[config.mk]
export PLATFORM = sky130hd
export DESIGN_NAME = pressure_compensate_average_unit
export DESIGN_NICKNAME = d
export VERILOG_FILES = /design/src/hw/rtl/pca_pkg.sv /design/src/hw/rtl/pressure_compensate_average_unit.sv
export SDC_FILE = /design/constraint.sdc
export NUM_CORES = 1
export LEC_CHECK = 0
export ABC_AREA = 1
export BUFFER_PORTS_ARGS = -buffer_cell sky130_fd_sc_hd__clkbuf_2
export CORE_AREA = 10 10 218 220
export DETAILED_ROUTE_END_ITERATION = 16
export DIE_AREA = 0 0 228 230
export PLACE_DENSITY = 0.65
export REMOVE_ABC_BUFFERS = 1
export SKIP_CTS_REPAIR_TIMING = 1
export SLEW_MARGIN = 20
export SYNTH_ARGS = -nofsm -noshare
export SYNTH_HDL_FRONTEND = slang
export SYNTH_SLANG_ARGS = --single-unit
[constraint.sdc]
create_clock -name clk -period 3.5 [get_ports clk]
set_input_delay 0.35 -clock clk [delete_from_list [all_inputs] [get_ports clk]]
set_output_delay 0.35 -clock clk [all_outputs]
set_load 0.05 [all_outputs]
[src/hw/rtl/pca_pkg.sv]
// Types, constants and helpers for the pressure compensation and averaging unit.
package pca_pkg;

  localparam int COEF_W     = 16;  // coefficient register width
  localparam int ADC_W      = 10;  // raw conversion width
  localparam int RES_W      = 15;  // result width, 1/16 hPa
  localparam int ACC_W      = 48;  // shift-add accumulator, holds f24*325 + bias
  localparam int M_SHIFT    = 19;  // scaled value M = acc >>> M_SHIFT
  localparam int M_W        = ACC_W - M_SHIFT;
  localparam int M_DIV_W    = 24;  // in-range M fits this many bits
  localparam int MAC_STEPS  = ADC_W;
  localparam int PDIV_STEPS = 14;  // quotient bits of M / 1023
  localparam int DIVR_W     = 10;  // divisor register width
  localparam int REM_W      = DIVR_W + 1;

  localparam int OUT_LOW_HPA16  = 8000;
  localparam int OUT_HIGH_HPA16 = 18400;

  // f24 * 10400 / 2^24 == (f24 * 325) / 2^19; rounding bias 1023 * 2^18
  localparam logic [ADC_W-1:0]  SCALE_K    = ADC_W'(325);
  localparam logic [ACC_W-1:0]  ROUND_BIAS = ACC_W'(64'd1023 << 18);
  localparam logic [DIVR_W-1:0] PDIVISOR   = DIVR_W'(1023);
  // smallest M whose quotient exceeds 10400: 10401 * 1023
  localparam logic [M_W-1:0]    M_LIMIT    = M_W'(10640223);

  typedef enum logic [1:0] {
    CFG_OFFSET,
    CFG_P_SLOPE,
    CFG_T_SLOPE,
    CFG_CROSS
  } cfg_idx_t;

  typedef enum logic [3:0] {
    ST_IDLE,
    ST_MUL_CT,
    ST_LOAD_UP,
    ST_MUL_UP,
    ST_MUL_BT,
    ST_LOAD_K,
    ST_MUL_K,
    ST_RANGE,
    ST_DIV_P,
    ST_ACCUM,
    ST_DIV_MEAN,
    ST_OUT
  } state_t;

  typedef struct packed {
    logic in_ready;
    logic mac_en;
    logic div_en;
    logic out_load;
  } ctl_t;

  function automatic logic signed [ACC_W-1:0] coef_ext(input logic [COEF_W-1:0] c);
    return {{(ACC_W-COEF_W){c[COEF_W-1]}}, c};
  endfunction

endpackage

[src/hw/rtl/pressure_compensate_average_unit.sv]
// Barometric pressure compensation, per-sample saturation and windowed mean.
//
//   channel  ports                                          dir  handshake
//   -------  ---------------------------------------------  ---  ----------------
//   input    in_pressure_adc, in_temp_adc                   in   in_valid/in_stall
//   result   out_pressure_sixteenths_hpa, out_clipped       out  out_valid/out_stall
//   config   cfg_index, cfg_wdata                           in   cfg_we
//
// Each sample runs four 10-step bit-serial shift-add passes on one 48-bit accumulator
// plus a 14-step restoring divide by 1023, which a saturating sample skips. A new
// sample is taken only after the last one is done. The window's last sample also
// runs the serial divide by SAMPLES_PER_MEAN.
// Reset is synchronous, active low; it clears coefficients, window state and out_valid.
// A waiting result holds in the output register; new samples are taken meanwhile, and
// only a second window end waits in ST_OUT until the register frees up.
module pressure_compensate_average_unit
  import pca_pkg::*;
#(
  parameter int SAMPLES_PER_MEAN = 20
) (
  input  logic              clk,
  input  logic              rst_n,
  input  logic              cfg_we,
  input  logic [1:0]        cfg_index,
  input  logic [COEF_W-1:0] cfg_wdata,
  input  logic              in_valid,
  output logic              in_stall,
  input  logic [ADC_W-1:0]  in_pressure_adc,
  input  logic [ADC_W-1:0]  in_temp_adc,
  output logic              out_valid,
  input  logic              out_stall,
  output logic [RES_W-1:0]  out_pressure_sixteenths_hpa,
  output logic              out_clipped
);

  localparam int HALF   = SAMPLES_PER_MEAN / 2;
  // running sum is kept biased by HALF so the mean rounds without an extra add
  localparam int SUM_W  = $clog2(SAMPLES_PER_MEAN * OUT_HIGH_HPA16 + HALF + 1);
  localparam int CNT_W  = $clog2(SAMPLES_PER_MEAN + 1);
  localparam int STEP_W = $clog2(SUM_W);

  localparam logic [SUM_W-1:0]  SUM_BIAS     = SUM_W'(HALF);
  localparam logic [CNT_W-1:0]  CNT_LAST     = CNT_W'(SAMPLES_PER_MEAN - 1);
  localparam logic [DIVR_W-1:0] MEAN_DIVISOR = DIVR_W'(SAMPLES_PER_MEAN);
  localparam logic [STEP_W-1:0] MAC_LAST     = STEP_W'(MAC_STEPS - 1);
  localparam logic [STEP_W-1:0] PDIV_LAST    = STEP_W'(PDIV_STEPS - 1);
  localparam logic [STEP_W-1:0] MDIV_LAST    = STEP_W'(SUM_W - 1);
  localparam logic [RES_W-1:0]  OUT_LOW      = RES_W'(OUT_LOW_HPA16);
  localparam logic [RES_W-1:0]  OUT_HIGH     = RES_W'(OUT_HIGH_HPA16);

  state_t state_r, state_nxt;
  ctl_t   ctl;

  // coefficient registers
  logic [COEF_W-1:0] offset_r, p_slope_r, t_slope_r, cross_r;

  // sample operands
  logic [ADC_W-1:0] p_r, p_nxt, t_r, t_nxt;

  // serial shift-add unit
  logic signed [ACC_W-1:0] acc_r, acc_nxt, mcand_r, mcand_nxt, mac_sum;
  logic [ADC_W-1:0]        mplier_r, mplier_nxt;
  logic [STEP_W-1:0]       step_r, step_nxt;

  // serial restoring divider, shared by the 1023 scaling and the mean
  logic [REM_W-1:0]  rem_r, rem_nxt, rem_sh;
  logic [REM_W:0]    rem_diff;
  logic              borrow;
  logic [SUM_W-1:0]  dvd_r, dvd_nxt, quo_r, quo_nxt;
  logic [DIVR_W-1:0] divisor_r, divisor_nxt;

  // range check of the scaled value
  logic [M_W-1:0] m_val;
  logic           m_neg, m_high;
  logic           samp_low_r, samp_low_nxt, samp_high_r, samp_high_nxt;
  logic [RES_W-1:0] sample_val;

  // window state
  logic [SUM_W-1:0] sum_r, sum_nxt, sum_add;
  logic [CNT_W-1:0] cnt_r, cnt_nxt;
  logic             clip_seen_r, clip_seen_nxt;

  // result register
  logic             out_valid_r, out_valid_nxt;
  logic [RES_W-1:0] out_res_r, out_res_nxt;
  logic             out_clip_r, out_clip_nxt;

  // ---------------------------------------------------------------- next state
  always_comb begin
    state_nxt = state_r;
    case (state_r)
      ST_IDLE:     if (in_valid) state_nxt = ST_MUL_CT;
      ST_MUL_CT:   if (step_r == MAC_LAST) state_nxt = ST_LOAD_UP;
      ST_LOAD_UP:  state_nxt = ST_MUL_UP;
      ST_MUL_UP:   if (step_r == MAC_LAST) state_nxt = ST_MUL_BT;
      ST_MUL_BT:   if (step_r == MAC_LAST) state_nxt = ST_LOAD_K;
      ST_LOAD_K:   state_nxt = ST_MUL_K;
      ST_MUL_K:    if (step_r == MAC_LAST) state_nxt = ST_RANGE;
      ST_RANGE:    state_nxt = (m_neg || m_high) ? ST_ACCUM : ST_DIV_P;
      ST_DIV_P:    if (step_r == PDIV_LAST) state_nxt = ST_ACCUM;
      ST_ACCUM:    state_nxt = (cnt_r == CNT_LAST) ? ST_DIV_MEAN : ST_IDLE;
      ST_DIV_MEAN: if (step_r == MDIV_LAST) state_nxt = ST_OUT;
      ST_OUT:      if (!out_valid_r || !out_stall) state_nxt = ST_IDLE;
      default:     state_nxt = ST_IDLE;
    endcase
  end

  // ---------------------------------------------------------------- decode
  always_comb begin
    ctl.in_ready = (state_r == ST_IDLE);
    ctl.mac_en   = state_r inside {ST_MUL_CT, ST_MUL_UP, ST_MUL_BT, ST_MUL_K};
    ctl.div_en   = state_r inside {ST_DIV_P, ST_DIV_MEAN};
    ctl.out_load = (state_r == ST_OUT) && (!out_valid_r || !out_stall);
  end

  // ---------------------------------------------------------------- datapath
  assign mac_sum  = acc_r + (mplier_r[0] ? mcand_r : '0);
  assign rem_sh   = {rem_r[REM_W-2:0], dvd_r[SUM_W-1]};
  assign rem_diff = {1'b0, rem_sh} - {2'b00, divisor_r};
  assign borrow   = rem_diff[REM_W];

  // M = floor((f24*325 + 1023*2^18) / 2^19); sample = floor(M / 1023) + 8000
  assign m_val  = acc_r[ACC_W-1:M_SHIFT];
  assign m_neg  = m_val[M_W-1];
  assign m_high = !m_neg && (m_val >= M_LIMIT);

  assign sample_val = samp_low_r  ? OUT_LOW  :
                      samp_high_r ? OUT_HIGH :
                      RES_W'(quo_r[PDIV_STEPS-1:0]) + OUT_LOW;
  assign sum_add    = sum_r + SUM_W'(sample_val);

  always_comb begin
    p_nxt         = p_r;
    t_nxt         = t_r;
    acc_nxt       = acc_r;
    mcand_nxt     = mcand_r;
    mplier_nxt    = mplier_r;
    step_nxt      = step_r;
    rem_nxt       = rem_r;
    dvd_nxt       = dvd_r;
    quo_nxt       = quo_r;
    divisor_nxt   = divisor_r;
    samp_low_nxt  = samp_low_r;
    samp_high_nxt = samp_high_r;
    sum_nxt       = sum_r;
    cnt_nxt       = cnt_r;
    clip_seen_nxt = clip_seen_r;
    out_res_nxt   = out_res_r;
    out_clip_nxt  = out_clip_r;
    out_valid_nxt = out_valid_r && out_stall;

    if (ctl.mac_en) begin
      acc_nxt    = mac_sum;
      mcand_nxt  = mcand_r <<< 1;
      mplier_nxt = mplier_r >> 1;
      step_nxt   = (step_r == MAC_LAST) ? '0 : step_r + 1'b1;
    end

    if (ctl.div_en) begin
      rem_nxt  = borrow ? rem_sh : rem_diff[REM_W-1:0];
      quo_nxt  = {quo_r[SUM_W-2:0], !borrow};
      dvd_nxt  = dvd_r << 1;
      step_nxt = step_r + 1'b1;
    end

    case (state_r)
      ST_IDLE: begin
        if (in_valid) begin
          // pass 1: c12 * T
          p_nxt      = in_pressure_adc;
          t_nxt      = in_temp_adc;
          acc_nxt    = '0;
          mcand_nxt  = coef_ext(cross_r);
          mplier_nxt = in_temp_adc;
          step_nxt   = '0;
        end
      end
      ST_LOAD_UP: begin
        // pass 2: a0*2^21 + (b1*2^11 + c12*T) * P
        mcand_nxt  = acc_r + (coef_ext(p_slope_r) <<< 11);
        acc_nxt    = coef_ext(offset_r) <<< 21;
        mplier_nxt = p_r;
      end
      ST_MUL_UP: begin
        if (step_r == MAC_LAST) begin
          // pass 3: + b2*2^10 * T, accumulating on
          mcand_nxt  = coef_ext(t_slope_r) <<< 10;
          mplier_nxt = t_r;
        end
      end
      ST_LOAD_K: begin
        // pass 4: f24 * 325 + rounding bias
        mcand_nxt  = acc_r;
        acc_nxt    = ROUND_BIAS;
        mplier_nxt = SCALE_K;
      end
      ST_RANGE: begin
        samp_low_nxt  = m_neg;
        samp_high_nxt = m_high;
        if (m_neg || m_high) clip_seen_nxt = 1'b1;
        // in range M < 2^24 and M >> 14 stays below 1023, so it seeds the remainder
        rem_nxt     = REM_W'(m_val[M_DIV_W-1:PDIV_STEPS]);
        dvd_nxt     = SUM_W'(m_val[PDIV_STEPS-1:0]) << (SUM_W - PDIV_STEPS);
        quo_nxt     = '0;
        divisor_nxt = PDIVISOR;
        step_nxt    = '0;
      end
      ST_ACCUM: begin
        if (cnt_r == CNT_LAST) begin
          cnt_nxt     = '0;
          sum_nxt     = SUM_BIAS;
          rem_nxt     = '0;
          dvd_nxt     = sum_add;
          quo_nxt     = '0;
          divisor_nxt = MEAN_DIVISOR;
          step_nxt    = '0;
        end else begin
          cnt_nxt = cnt_r + 1'b1;
          sum_nxt = sum_add;
        end
      end
      ST_OUT: begin
        if (ctl.out_load) begin
          out_valid_nxt = 1'b1;
          out_res_nxt   = quo_r[RES_W-1:0];
          out_clip_nxt  = clip_seen_r;
          clip_seen_nxt = 1'b0;
        end
      end
      default: ;
    endcase
  end

  // ---------------------------------------------------------------- registers
  always_ff @(posedge clk) begin
    if (!rst_n) begin
      state_r     <= ST_IDLE;
      offset_r    <= '0;
      p_slope_r   <= '0;
      t_slope_r   <= '0;
      cross_r     <= '0;
      sum_r       <= SUM_BIAS;
      cnt_r       <= '0;
      clip_seen_r <= 1'b0;
      out_valid_r <= 1'b0;
    end else begin
      state_r     <= state_nxt;
      sum_r       <= sum_nxt;
      cnt_r       <= cnt_nxt;
      clip_seen_r <= clip_seen_nxt;
      out_valid_r <= out_valid_nxt;
      if (cfg_we) begin
        case (cfg_idx_t'(cfg_index))
          CFG_OFFSET:  offset_r  <= cfg_wdata;
          CFG_P_SLOPE: p_slope_r <= cfg_wdata;
          CFG_T_SLOPE: t_slope_r <= cfg_wdata;
          CFG_CROSS:   cross_r   <= cfg_wdata;
          default: ;
        endcase
      end
    end
  end

  always_ff @(posedge clk) begin
    p_r         <= p_nxt;
    t_r         <= t_nxt;
    acc_r       <= acc_nxt;
    mcand_r     <= mcand_nxt;
    mplier_r    <= mplier_nxt;
    step_r      <= step_nxt;
    rem_r       <= rem_nxt;
    dvd_r       <= dvd_nxt;
    quo_r       <= quo_nxt;
    divisor_r   <= divisor_nxt;
    samp_low_r  <= samp_low_nxt;
    samp_high_r <= samp_high_nxt;
    out_res_r   <= out_res_nxt;
    out_clip_r  <= out_clip_nxt;
  end

  assign in_stall                    = !ctl.in_ready;
  assign out_valid                   = out_valid_r;
  assign out_pressure_sixteenths_hpa = out_res_r;
  assign out_clipped                 = out_clip_r;

endmodule
### Yosys cells after proc, flatten, opt, wreduce, memory -nomap -nowiden

Index checks and enable logic that the tools add are counted.

* flip-flop bits (word level): 302

* add/subtract/negate cells: 7
* magnitude comparators: 1
* equality and inequality tests: 29
* muxes and demuxes: 50
* reduce and logical (&&, ||, !) cells: 25

Operator list (count)
* 48-bit 2-to-1 mux: 6
* 48-bit case mux with 4 select lines: 1
* 48-bit case mux with 3 select lines: 1
* 19-bit 2-to-1 mux: 5
* 19-bit case mux with 2 select lines: 2
* 48-bit by 27-bit adder with 48-bit output: 1
* 48-bit adder: 1
* 4-bit case mux with 12 select lines: 1
* 10-bit 2-to-1 mux: 4
* 10-bit case mux with 4 select lines: 1
* 4-bit 2-to-1 mux: 9
* 11-bit 2-to-1 mux: 3
* 15-bit 2-to-1 mux: 2
* 5-bit 2-to-1 mux: 6
* 29-bit by 24-bit greater-or-equal comparator with 1-bit output (second input constant): 1
* 2-bit != test (second input constant): 11
* 11-bit case mux with 2 select lines: 1
* 10-bit case mux with 2 select lines: 1
* 19-bit by 15-bit adder with 19-bit output: 1
* 4-bit by 3-bit equality test with 1-bit output (second input constant): 4
* 4-bit equality test (second input constant): 4
* 14-bit by 13-bit adder with 15-bit output (second input constant): 1
* 5-bit case mux with 3 select lines: 1
* 2-bit AND reduction: 7
* 19 further kinds: 37

### Longest topological paths before layout

Gate-level depths: netlist of run 1.

* word-level depth: 6
* gate-level depth with buffers: 20
* gate-level depth less buffers: 20

### Worst setup path after synthesis of run 1

Ideal clock, no wire load.

* kind: reg-to-reg
* start point: register mplier_r[0]
* end point: register acc_r[28]
* setup time: 0.113 ns
* data arrival time: 2.430 ns
* slack: 0.956 ns
* cell stages (with the launch flop): 18
* path through: dfxtp_1 -> clkbuf_1 -> buf_1 -> nand2_1 -> inv_1 -> ha_1 -> inv_1 -> fa_1 -> nor2_1 -> o21ai_0 -> nand2_1 -> nand2_1 -> nand2_1 -> nand3_1 -> nand3_1 -> nand3_1 -> nand3_1 -> nand2_1

* longest elaborated chain between the ends: 5

RTL lines
* from (decl): line pressure_compensate_average_unit.sv:62 `logic [ADC_W-1:0] mplier_r, mplier_nxt;`
* from (signal assigned): line pressure_compensate_average_unit.sv:269 `mplier_r <= mplier_nxt;`
* 48-bit 2-to-1 mux *: line pressure_compensate_average_unit.sv:117 `assign mac_sum = acc_r + (mplier_r[0] ? mcand_r : '0);`
* 48-bit adder *: line pressure_compensate_average_unit.sv:117
* 48-bit 2-to-1 mux *: line pressure_compensate_average_unit.sv:152 `if (ctl.mac_en) begin`
* 48-bit 2-to-1 mux: line pressure_compensate_average_unit.sv:168 `if (in_valid) begin`
* 48-bit case mux with 3 select lines *: line pressure_compensate_average_unit.sv:166 `case (state_r)`
* named net acc_nxt[28]: line pressure_compensate_average_unit.sv:61 `logic signed [ACC_W-1:0] acc_r, acc_nxt, mcand_r, mcand_nxt, mac_sum;`
* to (signal assigned): line pressure_compensate_average_unit.sv:267 `acc_r <= acc_nxt;`
* to (decl): line pressure_compensate_average_unit.sv:61

Mark *: on every way through the listed nets, which the timed path passes. The rest lies on a longest branch.
A chain may end at the register's enable or synchronous reset.

### Final worst setup path of run 1

* start point: register samp_high_r
* end point: register sum_r[18]

* longest elaborated chain between the ends: 4

RTL lines
* from (decl): line pressure_compensate_average_unit.sv:75 `logic samp_low_r, samp_low_nxt, samp_high_r, samp_high_nxt;`
* from (signal assigned): line pressure_compensate_average_unit.sv:276 `samp_high_r <= samp_high_nxt;`
* 15-bit 2-to-1 mux: line pressure_compensate_average_unit.sv:128 `samp_high_r ? OUT_HIGH :`
* 15-bit 2-to-1 mux: line pressure_compensate_average_unit.sv:127 `assign sample_val = samp_low_r ? OUT_LOW :`
* 19-bit by 15-bit adder with 19-bit output: line pressure_compensate_average_unit.sv:130 `assign sum_add = sum_r + SUM_W'(sample_val);`
* 19-bit 2-to-1 mux: line pressure_compensate_average_unit.sv:209 `if (cnt_r == CNT_LAST) begin`
* to (signal assigned): line pressure_compensate_average_unit.sv:248 `sum_r <= sum_nxt;`
* to (decl): line pressure_compensate_average_unit.sv:79 `logic [SUM_W-1:0] sum_r, sum_nxt, sum_add;`

No other way between the ends.

==> results.ini, run 1 <==
[status]
status = completed

[layout]
layout-drive-gt1-share_pct = 6.04
syn2layout_area_growth_pct = 10.3
fin_nets = 3642
nFillCells = 4411
final_area_sq_um = 23400

[timing]
min_period_ns = 2.92
fmax_mhz = 342
hold_slack_ns = 0.00691
hold_viol_final = 0
drv_slew = 0
tightest_slew_ns = 0.951
post-route-period-util_pct = 83.6
tns_ns = 0
fin_skew_ns = 0.0235
slew_headroom_pct = 36.4
rsz0062_at_grt = false
final-setup-viol-count = 0

[detailed_routing]
wl_per_cell_um = 18.3
drt_first_iter_violations = 2525
vias_per_cell = 5.47
firstDrtPassIters = 6
wl_um = 74800
drtAntennaViolNets = 0
vias = 22400
drc = 0

[global_routing]
grt_remaining_overflow = 0
grt_pass1_vias = 20500
grt_usage_pct = 27.3
grt_pass1_wl_um = 115000
grt_antenna_before_repair = 0
grt_start_max_net_pins = 90

[critical_path]
crit_fanout = 7
crit_top_cell = nand2_1
slowest_delay_ns = 0.46
critPathKind = flip-flop to flip-flop
worstSetupEndpointType = flip-flop
reg2reg_slack_ns = 0.58
cp-endpoint = sum_r[18]$_SDFFE_PN0P_
timing.rr.end = sum_r[18]$_SDFFE_PN0P_
startpoint = samp_high_r$_DFFE_PP_
r2r-start = samp_high_r$_DFFE_PP_
critPathSlowestCell = edfxtp_1
start_kind = flip-flop
crit_arrival_ns = 3.31
required_ns = 3.89
worstPathCellList = nor2_1 > inv_1 > nor2_1 > ha_1 > inv_1 > fa_1 > inv_1 > nand3_1 > nand2_1 > nand2_1 > nand2_1 > nand2_1 > nand2_1 > nand2_1 > nand2_1 > nand3b_1 > nand3_1 > a21oi_1
reg2reg_depth = 18

[cts]
clk_latency_ns = 0.55
clkSlewWorstSetupHoldPaths_ns = 0.06
cts_tree = yes
clockBufferDepth = 3
cts_root_buf = clkbuf_16
htreeDepth = 2
cts_sinks = 288
cts-buffers-inserted = 35

[synthesis]
synthSimpleGateAreaFrac_pct = 33.9
yosysTopAreaCell = dfxtp_1
synth_compound_area_share_pct = 15.5
syn_inst = 3430
synth_area_sq_um = 21200
yosys_warnings = 0
ys_seq_area_share_pct = 29.0
synthMuxAreaShare_pct = 1.32
synthXorXnorAreaFrac_pct = 0.907
synth.avg_cell_area_sq_um = 6.19
ys_types = 57
synthFlopType = dfxtp_1
ys_seq_elements = 288
synth_top_area_share_pct = 23.5
synthAdderAreaFrac_pct = 6.98
synthTopCellsByArea = dfxtp_1 (23%), nand2_1 (18%), inv_1 (10%)
async_flop_share_pct = 0
synth_top_family_by_area = simple AND/OR/NAND/NOR gates
synth_edf_count = 39

[min_path]
hold_path.class = input port to flip-flop

[pwr]
power_frac_comb_pct = 49.4
swShare_pct = 46.4
intPower_mw = 9.25
clkPwrFrac_pct = 20.7
irDropWorstVdd_mv = 0.790
power_leakage_nw = 12.1
seqPwrFrac_pct = 29.9
switchingPower_mw = 8.01
p_per_area_nw_per_um2 = 737

[placement]
postPlaceCellArea_sq_um = 22100
port_buffers = 60
place.gp.congestion = 0.949
dpl.hpwl_um = 58800

[floorplanning]
pin_count = 61
rows = 76
initial_utilization_pct = 49.5
die_area_sq_um = 52400
die_h_um = 230
core_sq_um = 42900
die_w_um = 228

[job]
drv_cap = 0

[critical path, delay by kind of cell, from the launching register on]
| family | cells | cell delay (ns) |
|---|---|---|
| AOI/OAI and AO/OA | 1 | 0.06 |
| adders and majority gates | 2 | 0.57 |
| and+or+nand+nor | 12 | 1.27 |
| buffers and inverters | 3 | 0.41 |
| DFF | 1 | 0.46 |
[placed cells by master (no fill, tap or decap), types with 28 or more instances in the layout]
cell,instances
nor2_1,345
clkbuf_2,60
nand2_1,1037
nand4_1,44
nor3_1,41
clkbuf_16,36
o21ai_0,211
a21oi_1,192
inv_1,565
edfxtp_1,39
ha_1,112
nand3_1,189
dfxtp_1,249
mux2i_1,28
buf_4,28
[cell usage after synthesis (8+ instances only)]
| library cell | count |
|---|---|
| a22oi_1 | 9 |
| nor2_4 | 8 |
| o21ai_1 | 15 |
| dfxtp_1 | 249 |
| a211oi_1 | 13 |
| inv_1 | 565 |
| o211ai_1 | 20 |
| nor3_1 | 41 |
| buf_2 | 35 |
| buf_4 | 13 |
| xor2_1 | 12 |
| nand2_1 | 1038 |
| nor2_1 | 346 |
| edfxtp_1 | 39 |
| a221oi_1 | 23 |
| o21ai_0 | 211 |
| o21bai_1 | 12 |
| nand3_1 | 189 |
| a21oi_1 | 192 |
| a21o_1 | 9 |
| inv_2 | 17 |
| clkbuf_1 | 40 |
| nand4_1 | 44 |
| or2_2 | 19 |
| xnor2_1 | 10 |
| ha_1 | 112 |
| mux2i_1 | 28 |
| nand3b_1 | 18 |
| o311ai_1 | 9 |
| o21a_1 | 11 |
| o221ai_1 | 15 |
[how the worst min path moves through the flow]
stage / start / endpoint / slack [ns] / cells after the start
2_1_floorplan: clip_seen_r$_SDFFE_PN0P_ / out_clipped$_DFFE_PP_ / 0.40 / 0
3_3_place_gp: quo_r[14]$_DFF_P_ / out_pressure_sixteenths_hpa[14]$_DFFE_PP_ / 0.42 / 0
3_5_place_dp: clip_seen_r$_SDFFE_PN0P_ / out_clipped$_DFFE_PP_ / 0.43 / 0
4_1_cts: in_pressure_adc[5] / p_r[5]$_DFFE_PP_ / -0.05 / 1
5_1_grt: in_temp_adc[9] / t_r[9]$_DFFE_PP_ / 0.007 / 1
6_report: in_temp_adc[7] / t_r[7]$_DFFE_PP_ / 0.007 / 1
[metal layers]
metal	GRT usage, %	share of wire, %
met1	38.1	47
met4	9.60	3.3
met5	0	0
met3	5.36	7.9
met2	41.1	42
[power by group through the flow]
stage	Clock [mW]	Sequential, mW	Combinational (mW)
floorplan	0	4.88	6.10
global placement	0	5.20	8.22
detailed placement	0	5.22	8.37
CTS	3.64	5.15	8.42
global route	3.76	5.24	9.59
finish	3.58	5.16	8.52
[area by class of cell]
type / instances / area (sq um) / area share (%)
multi-input cells: 2466 / 12500 / 53.3
inverters: 583 / 2190 / 9.36
clock buffers: 49 / 990 / 4.23
diodes: 1 / 2.50 / 0.0107
well taps: 585 / 732 / 3.13
flip-flops and latches: 288 / 6160 / 26.3
clock inverters: 14 / 125 / 0.534
repair buffers: 109 / 751 / 3.21
[stage by stage]
stage	setup slack (ns)	util [%]	power, mW	instances
after floorplan	0.160	-	11.0	3337
after global routing	0.329	54.6	18.6	4094
after CTS	0.637	54.2	17.2	4076
final	0.575	54.6	17.3	4095
after global placement	0.651	51.6	13.4	4013
after detailed placement	0.654	51.6	13.6	4013
[state kept, by name, summed over array words and instances, names as in the netlist, 15 cells and up]
register / count
sum_r: 19
acc_r: 48
p_slope_r: 16
out_pressure_sixteenths_hpa: 15
quo_r: 15
cross_r: 16
mcand_r: 48
dvd_r: 19
t_slope_r: 16
offset_r: 16
[cells by family (layout without fill, tap and decap cells)]
family | after synthesis | in the layout
other | 0 | 1
buffers and inverters | 676 | 755
AOI/OAI and AO/OA | 570 | 570
muxes | 28 | 28
xor gates and xnor gates | 22 | 22
and+or+nand+nor | 1730 | 1730
DFF | 288 | 288
adders and majority gates | 116 | 116
Note: power is estimated with default switching activity, not from simulation.
==> run 2: changes to the inputs <==
==> constraint.sdc (replaced) <==
create_clock -name clk -period 2.9 [get_ports clk]
set_input_delay 0.29 -clock clk [delete_from_list [all_inputs] [get_ports clk]]
set_output_delay 0.29 -clock clk [all_outputs]
set_load 0.05 [all_outputs]
==> run 2 against run 1 <==
  * Sequential power grew 19%
  * Wire length shrank 0.36%
  * First-iteration DRC count shrank 6.7%
  * Critical path type unchanged
  * Largest cell class unchanged
  * Highest routed layer unchanged
==> results.ini, run 2 (same netlist as run 1, synthesis figures left out) <==
[status]
status = completed  ; unchanged

[floorplanning]
die_h_um = 230  ; unchanged
core_sq_um = 42900  ; unchanged
initial_utilization_pct = 49.5  ; unchanged
die_area_sq_um = 52400  ; unchanged
pin_count = 61  ; unchanged
rows = 76  ; unchanged
die_w_um = 228  ; unchanged

[placement]
port_buffers = 60  ; unchanged
dpl.hpwl_um = 59000  ; was 58,800 um
place.gp.congestion = 1.01  ; was 0.949
numPlacedInstances = 4047  ; was 4,013

[layout]
syn2layout_area_growth_pct = 12.3  ; was 10.3%
reg_top3 = acc_r x48, mcand_r x48  ; unchanged
stdcell_count = 4133  ; was 4,095
most-common-layout-cells = nand2_1 (1,036), inv_1 (563), nor2_1 (343)  ; was nand2_1 (1,037), inv_1 (565), nor2_1 (345)
layout-drive-gt1-share_pct = 7.19  ; was 6.04%
final_common_cell = nand2_1  ; unchanged
fin_nets = 3681  ; was 3,642
diodes = 0  ; was 1
utilization_pct = 55.6  ; was 54.6%

[detailed_routing]
vias_per_cell = 5.44  ; was 5.47
vias = 22500  ; was 22,400
drc = 0  ; unchanged
firstDrtPassIters = 5  ; was 6
wl_per_cell_um = 18.0  ; was 18.3 um
drt_first_iter_violations = 2357  ; was 2,525
wl_um = 74500  ; was 74,800 um
drtAntennaViolNets = 0  ; unchanged

[timing]
post-route-period-util_pct = 94.0  ; was 83.6%
drv_slew = 0  ; unchanged
fmax_mhz = 367  ; was 342 MHz
tightest_slew_ns = 1.00  ; was 0.951 ns
slew_headroom_pct = 32.9  ; was 36.4%
min_period_ns = 2.72  ; was 2.92 ns
hold_viol_final = 0  ; unchanged
final-setup-viol-count = 0  ; unchanged
tns_ns = 0  ; unchanged
rsz0062_at_grt = false  ; unchanged
fin_skew_ns = 0.0398  ; was 0.0235 ns

[min_path]
hold-path-cell-count = 3  ; was 1
min_from = cfg_wdata[0]  ; was in_temp_adc[7]
hold_path.class = input port to flip-flop  ; unchanged
hold_end = offset_r[0]$_SDFFE_PN0P_  ; was t_r[7]$_DFFE_PP_

[global_routing]
grt_usage_pct = 27.1  ; was 27.3%
grt_remaining_overflow = 0  ; unchanged
grt_start_max_net_pins = 72  ; was 90
grt_antenna_before_repair = 1  ; was 0
grt_pass1_wl_um = 114000  ; was 115,000 um
grt_pass1_vias = 20500  ; about the same

[critical_path]
timing.rr.end = acc_r[37]$_DFF_P_  ; was sum_r[18]$_SDFFE_PN0P_
crit_fanout = 40  ; was 7
crit_arrival_ns = 3.16  ; was 3.31 ns
r2r-start = mplier_r[0]$_DFF_P_  ; was samp_high_r$_DFFE_PP_
worstSetupEndpointType = flip-flop  ; unchanged
reg2reg_slack_ns = 0.18  ; was 0.58 ns
reg2reg_depth = 13  ; was 18
required_ns = 3.34  ; was 3.89 ns
start_kind = flip-flop  ; unchanged
critPathKind = flip-flop to flip-flop  ; unchanged

[pwr]
switchingPower_mw = 9.81  ; was 8.01 mW
seqPwrFrac_pct = 28.7  ; was 29.9%
p_per_area_nw_per_um2 = 894  ; was 737 nW/um^2
power_frac_comb_pct = 50.7  ; was 49.4%
intPower_mw = 11.5  ; was 9.25 mW
clkPwrFrac_pct = 20.6  ; was 20.7%
power_leakage_nw = 12.3  ; was 12.1 nW
swShare_pct = 46.0  ; was 46.4%
irDropWorstVdd_mv = 0.784  ; was 0.790 mV

[cts]
cts-buffers-inserted = 35  ; unchanged
clk_latency_ns = 0.57  ; was 0.55 ns
cts_tree = yes  ; unchanged
cts_sinks = 288  ; unchanged
htreeDepth = 2  ; unchanged
clockBufferDepth = 3  ; unchanged
cts_root_buf = clkbuf_16  ; unchanged
clkSlewWorstSetupHoldPaths_ns = 0.06  ; about the same

[job]
drv_cap = 0  ; unchanged

[run 2: cell count changes in the layout (fill, tap and decap cells not counted), moves of 3 or more]
cell	delta
buf_12	+5
buf_4	+32
clkbuf_1	+3
clkbuf_8	+5
clkinv_2	-6
[run 2: per-stage QoR]
step                power, mW  hold slack, ns  setup slack (ns)  instance area [sq um]
floorplan                13.3           0.359            -0.440                  20800
global placement         16.6           0.416             0.171                  22400
detailed placement       16.8           0.420             0.178                  22400
CTS                      21.2          -0.123             0.156                  23600
global route             22.9          0.0749           0.00165                  23800
finish                   21.3          0.0423             0.175                  23800
[run 2: worst max-delay path: stages (launching register included)]
cell and delay, ns:
dfxtp_1 0.34, buf_12 0.17, nand2_1 0.08, inv_1 0.04, ha_1 0.41, nand2_1 0.17
nor2_1 0.21, nand2_1 0.16, nor2_1 0.24, nand4_1 0.32, nand4_1 0.21, nand3_1 0.10
nand2_1 0.07, nand2_1 0.04
[run 2: layer usage]
metal,vias to the layer above,global-route usage (%),routed length (um),part of all wire (%)
li1,11200,-,-,-
met1,10400,37.8,34500,46
met2,818,42.4,32700,44
met3,99,4.26,5510,7.4
met4,0,7.79,1800,2.4
met5,-,0,0,0
[run 2: power by group through the flow]
stage / clock network [mW] / registers (mW) / logic [mW]
2_1_floorplan: 0 / 5.89 / 7.37
3_3_place_gp: 0 / 6.17 / 10.4
3_5_place_dp: 0 / 6.20 / 10.6
4_1_cts: 4.45 / 6.12 / 10.6
5_1_grt: 4.61 / 6.23 / 12.0
6_report: 4.39 / 6.13 / 10.8
[run 2: how the worst max path moves through the flow]
| stage | start | to | slack, ns | cells after the start |
|---|---|---|---|---|
| 6_report | mplier_r[0]$_DFF_P_ | acc_r[37]$_DFF_P_ | 0.18 | 13 |
| 3_3_place_gp | samp_low_r$_DFFE_PP_ | sum_r[18]$_SDFFE_PN0P_ | 0.17 | 18 |
| 4_1_cts | quo_r[6]$_DFF_P_ | dvd_r[15]$_DFF_P_ | 0.16 | 16 |
| 5_1_grt | quo_r[6]$_DFF_P_ | dvd_r[16]$_DFF_P_ | 0.002 | 17 |
| 3_5_place_dp | samp_low_r$_DFFE_PP_ | sum_r[18]$_SDFFE_PN0P_ | 0.18 | 18 |
| 2_1_floorplan | state_r[2]$_SDFFE_PN0P_ | mcand_r[29]$_DFF_P_ | -0.44 | 9 |
[run 2: layout make-up]
class / count / area, sq um
Tap cell: 585 / 732
Sequential cell: 288 / 6160
Clock buffer: 56 / 1040
Multi-Input combinational cell: 2466 / 12500
Fill cell: 4460 / 19000
Inverter: 583 / 2190
Clock inverter: 7 / 106
Timing Repair Buffer: 148 / 1110
